[src/rtl/tmdc_pkg.sv]
`timescale 1ns / 1ps
// ----------------------------------------------------------------------------
// tmdc_pkg: shared types and constants of the modulated delay chorus
// Holds defaults, register indexes, fixed-point constants and the
// controller/datapath command and status structs.
// ----------------------------------------------------------------------------
package tmdc_pkg;

    // parameter defaults
    localparam int DELAY_DEPTH_DEF = 16384;
    localparam int SAMPLE_BITS_DEF = 16;

    // configuration port
    localparam int CFG_INDEX_W = 2;
    localparam int CFG_DATA_W  = 24;
    localparam int GAIN_W      = 16;
    localparam int STEP_W      = 24;

    localparam logic [CFG_INDEX_W-1:0] REG_DRY_GAIN  = 2'd0;
    localparam logic [CFG_INDEX_W-1:0] REG_WET_GAIN  = 2'd1;
    localparam logic [CFG_INDEX_W-1:0] REG_TIME_STEP = 2'd2;

    localparam logic [GAIN_W-1:0] DRY_GAIN_RST  = 16'd43690;
    localparam logic [GAIN_W-1:0] WET_GAIN_RST  = 16'd21845;
    localparam logic [STEP_W-1:0] TIME_STEP_RST = 24'd350;

    // time accumulator, Q1.24 seconds
    localparam int FRAC_BITS = 24;
    localparam int ACC_BITS  = 25;
    localparam int TRI_W     = FRAC_BITS + 1;

    // offset = floor(q / 20) through a reciprocal multiply and one correction
    localparam int TRI_DIVISOR  = 20;
    localparam int RECIP_SHIFT  = 22;
    localparam int unsigned RECIP_MULT = (2 ** RECIP_SHIFT) / TRI_DIVISOR;

    // mix rounding
    localparam int MIX_SHIFT = 16;

    // controller to datapath commands
    typedef struct packed {
        logic load_in;
        logic tri_mul;
        logic recip_mul;
        logic corr;
        logic addr;
        logic mix_mul;
        logic mix;
    } tmdc_cmd_t;

    // datapath to controller status
    typedef struct packed {
        logic out_free;
    } tmdc_status_t;

endpackage

[src/rtl/tmdc_ctrl.sv]
`timescale 1ns / 1ps
// ----------------------------------------------------------------------------
// tmdc_ctrl: sequencing state machine of the chorus
// Steps one sample through offset, memory read and mix, then waits for
// room in the output register.
// ----------------------------------------------------------------------------
module tmdc_ctrl
    import tmdc_pkg::*;
(
    input  logic         aclk,
    input  logic         aresetn,
    input  logic         s_tvalid,
    output logic         s_tready,
    input  tmdc_status_t status,
    output tmdc_cmd_t    cmd
);

    typedef enum logic [2:0] {
        ST_IDLE,
        ST_TRI,
        ST_RECIP,
        ST_CORR,
        ST_ADDR,
        ST_MULT,
        ST_MIX
    } state_t;

    state_t state_reg;

    // state register
    always_ff @(posedge aclk) begin
        if (!aresetn) begin
            state_reg <= ST_IDLE;
        end else begin
            unique case (state_reg)
                ST_IDLE: begin
                    if (s_tvalid) begin
                        state_reg <= ST_TRI;
                    end
                end
                ST_TRI:   state_reg <= ST_RECIP;
                ST_RECIP: state_reg <= ST_CORR;
                ST_CORR:  state_reg <= ST_ADDR;
                ST_ADDR:  state_reg <= ST_MULT;
                ST_MULT:  state_reg <= ST_MIX;
                ST_MIX: begin
                    if (status.out_free) begin
                        state_reg <= ST_IDLE;
                    end
                end
                default: state_reg <= ST_IDLE;
            endcase
        end
    end

    // command decode
    always_comb begin
        cmd           = '0;
        cmd.load_in   = (state_reg == ST_IDLE) && s_tvalid;
        cmd.tri_mul   = (state_reg == ST_TRI);
        cmd.recip_mul = (state_reg == ST_RECIP);
        cmd.corr      = (state_reg == ST_CORR);
        cmd.addr      = (state_reg == ST_ADDR);
        cmd.mix_mul   = (state_reg == ST_MULT);
        cmd.mix       = (state_reg == ST_MIX) && status.out_free;
    end

    assign s_tready = (state_reg == ST_IDLE);

endmodule

[config.mk]
export PLATFORM = sky130hd
export DESIGN_NAME = tmdc_ctrl
export DESIGN_NICKNAME = d
export VERILOG_FILES = /design/src/rtl/tmdc_pkg.sv /design/src/rtl/tmdc_ctrl.sv
export SDC_FILE = /design/constraint.sdc
export NUM_CORES = 1
export LEC_CHECK = 0
export BUFFER_PORTS_ARGS = -buffer_cell sky130_fd_sc_hd__clkbuf_2
export CAP_MARGIN = 0
export CORE_AREA = 2 2 39 41
export DETAILED_ROUTE_END_ITERATION = 10
export DIE_AREA = 0 0 41 43
export PLACE_DENSITY = 0.42
export SLEW_MARGIN = 15
export SYNTH_ARGS = -nofsm -noshare
export SYNTH_HDL_FRONTEND = slang
export SYNTH_SLANG_ARGS = --single-unit
export TNS_END_PERCENT = 5
[constraint.sdc]
create_clock -name aclk -period 1.1 [get_ports aclk]
set_input_delay 0.165 -clock aclk [delete_from_list [all_inputs] [get_ports aclk]]
set_output_delay 0.165 -clock aclk [all_outputs]
set_load 0.02 [all_outputs]
==> impl_metrics.yaml <==
sta:
  worstMarginPinSlew_ps: 188
  rsz0062_at_grt: "true"
  holdWs_ps: 191
  slew_violations: 0
  fin_worst_skew_ps: 0.287
  fin_crit_sh: 1.22
  setup_slack_ps: -247
  finalSetupViolations: 8
  hold_violations: 0
  clock.fmax_mhz: 743
  period_minus_slack_ps: 1350
  max-slew-margin-rel: 0.873
final_layout:
  drive_gt1_frac: 0.698
  layout_commonest_cell: "buf_4"
  largest_register_ffs: 3
  layout_common_cells: "buf_4 (7), clkbuf_4 (4), clkbuf_2 (4)"
  fin_nets: 48
  antenna_cells: 0
  area_growth_pct: 103
min_path:
  hold_depth: 2
  hold_start: "aresetn"
  worstHoldEndpoint: "state_reg[1]"
  worstHoldPathType: "input pin to flop"
cts:
  cts_tree: "done"
  clkTransAtPathRegs_ps: 40
  cts_buffers: 3
  root_buffer: "clkbuf_4"
  hold_buffers: 0
  insertion_delay_ps: 230
  cts_sinks: 3
  ctsHtreeMaxLevel: 1
  clock_path_buffers: 2
pwr:
  swShare: 0.284
  p_sw_mw: 0.136
  p_clk_frac: 0.392
  powerDensity_nw_per_um2: 1120
  p_seq_frac: 0.284
  leakagePower_nw: 0.198
  p_comb_frac: 0.324
  intPower_mw: 0.342
  ir_drop_v: 0.000358
  fin_total_pwr_mw: 0.478
yosys:
  ys_warn_count: 0
  synthCells: 23
  synth_compound_area_frac: 0.0893
  ys_types: 17
  synth-adder-area-share: 0
  synth_xor_xnor_area_share: 0
  synthMuxAreaShare: 0.0476
  ys_ff_latch: 3
  syn_nets: 27
  yosys.area_share.simple: 0.464
  yosysSeqAreaShare: 0.286
  synthesis.area_sq_um: 210
  synth_top_family_by_area: "simple AND/OR/NAND/NOR gates"
  syn_avg_cell_area_sq_um: 9.14
detailed_routing:
  vias: 224
  routed_via_density: 3.80
  drt_iter0_drc: 1
  dr.pass1.iters: 2
  routed_wl_microns: 552
  final_antenna_net_count: 0
  drc: 0
  wire_per_inst_microns: 9.36
critical_path:
  endpoint_kind: "output pin"
  cp-start-kind: "flop"
  regToRegEndpoint: "state_reg[2]"
  worst-r2r-cell-count: 5
  rrSetupSlack_ps: 50
  worstPathRequired_ps: 940
  crit_type: "flop to output pin"
  arrival_ps: 1180
  crit_fanout: 6
  r2r_start: "state_reg[2]"
placed_design:
  port_buffers: 11
  hpwl_microns: 390
  place_ws_ps: -51.4
  gp_congestion: 0.631
floorplanning:
  dieWidth_microns: 41
  rows: 14
  coreArea_sq_um: 1380
  die_area_sq_um: 1760
  num_io_pins: 12
  initial_utilization: 0.152
  dieHeight_microns: 43
global_route:
  grt_use_total: 0.0741
  grt_pass1_wl_microns: 876
  overflow: 0
  grt_antenna_before_repair: 0
  grt_pass1_vias: 222
  grt_max_degree: 9
outcome:
  outcome: "finished with violations"
  violations: "setup timing"
flow_run:
  drv_cap: 0
stage by stage:
stage               utilization  cell area, sq um  setup TNS [ps]  cells
finish                    0.308               427           -1180     59
global route              0.308               427           -1650     59
CTS                       0.300               415           -1340     58
detailed placement        0.235               325            -132     53
global placement          0.235               325            -143     53
floorplan                     -               216            -363     23
worst max-delay path by stage:
stage / startpoint / end / cells after the start
2_1_floorplan: state_reg[1] / cmd[0] / 3
3_3_place_gp: state_reg[2] / cmd[0] / 3
3_5_place_dp: state_reg[2] / cmd[6] / 4
4_1_cts: state_reg[2] / cmd[6] / 4
5_1_grt: state_reg[1] / cmd[6] / 4
6_report: state_reg[1] / cmd[6] / 4
power by group through the flow:
| stage | Sequential (mW) | Combinational, mW | Clock (mW) |
|---|---|---|---|
| after global routing | 0.138 | 0.167 | 0.210 |
| after global placement | 0.138 | 0.128 | 0 |
| after detailed placement | 0.137 | 0.128 | 0 |
| after floorplan | 0.121 | 0.0929 | 0 |
| after CTS | 0.136 | 0.149 | 0.195 |
| final | 0.136 | 0.155 | 0.187 |
area by class of cell:
| type | count | area [sq um] |
|---|---|---|
| clock buffers | 4 | 26.3 |
| fillers | 147 | 957 |
| multi-input cells | 17 | 143 |
| flip-flops and latches | 3 | 68.8 |
| well taps | 16 | 20.0 |
| repair buffers | 19 | 169 |
critical path, cell delays in order (launching register included):
cell,delay (ps)
dfxtp_4,350
buf_12,130
nor3_4,170
and2_1,150
clkbuf_8,140
cell families after synthesis:
| family | after synthesis |
|---|---|
| AO/OA/AOI/OAI | 3 |
| flip-flops | 3 |
| AND/OR/NAND/NOR | 13 |
| buffers and inverters | 3 |
| multiplexers | 1 |
cell usage after synthesis (all sizes together):
master / number / area (sq um)
nand2: 1 / 3.75
nor4bb: 1 / 10.0
buf: 3 / 23.8
and2: 1 / 6.26
nor2b: 2 / 15.0
o21ai: 1 / 5.00
a21oi: 2 / 13.8
dfxtp: 3 / 60.1
mux2i: 1 / 10.0
nor3: 2 / 15.0
nor3b: 4 / 30.0
and3b: 2 / 17.5
layer usage:
layer / wire length [microns] / GRT usage / vias up / share of wire
met2: 214 / 0.100 / 12 / 0.39
li1: - / - / 120 / -
met4: 0 / 0.0200 / 0 / 0
met5: 0 / 0 / - / 0
met3: 42 / 0.0366 / 0 / 0.076
met1: 295 / 0.102 / 92 / 0.53
timing repair:
item                                    4_1_cts  5_1_grt
cloned                                        0        0
pin swaps                                     3        2
buffers inserted                              1        1
resized for setup                            17        4
endpoints found under the setup margin        8        9
Note: power is estimated with default switching activity, not from simulation.
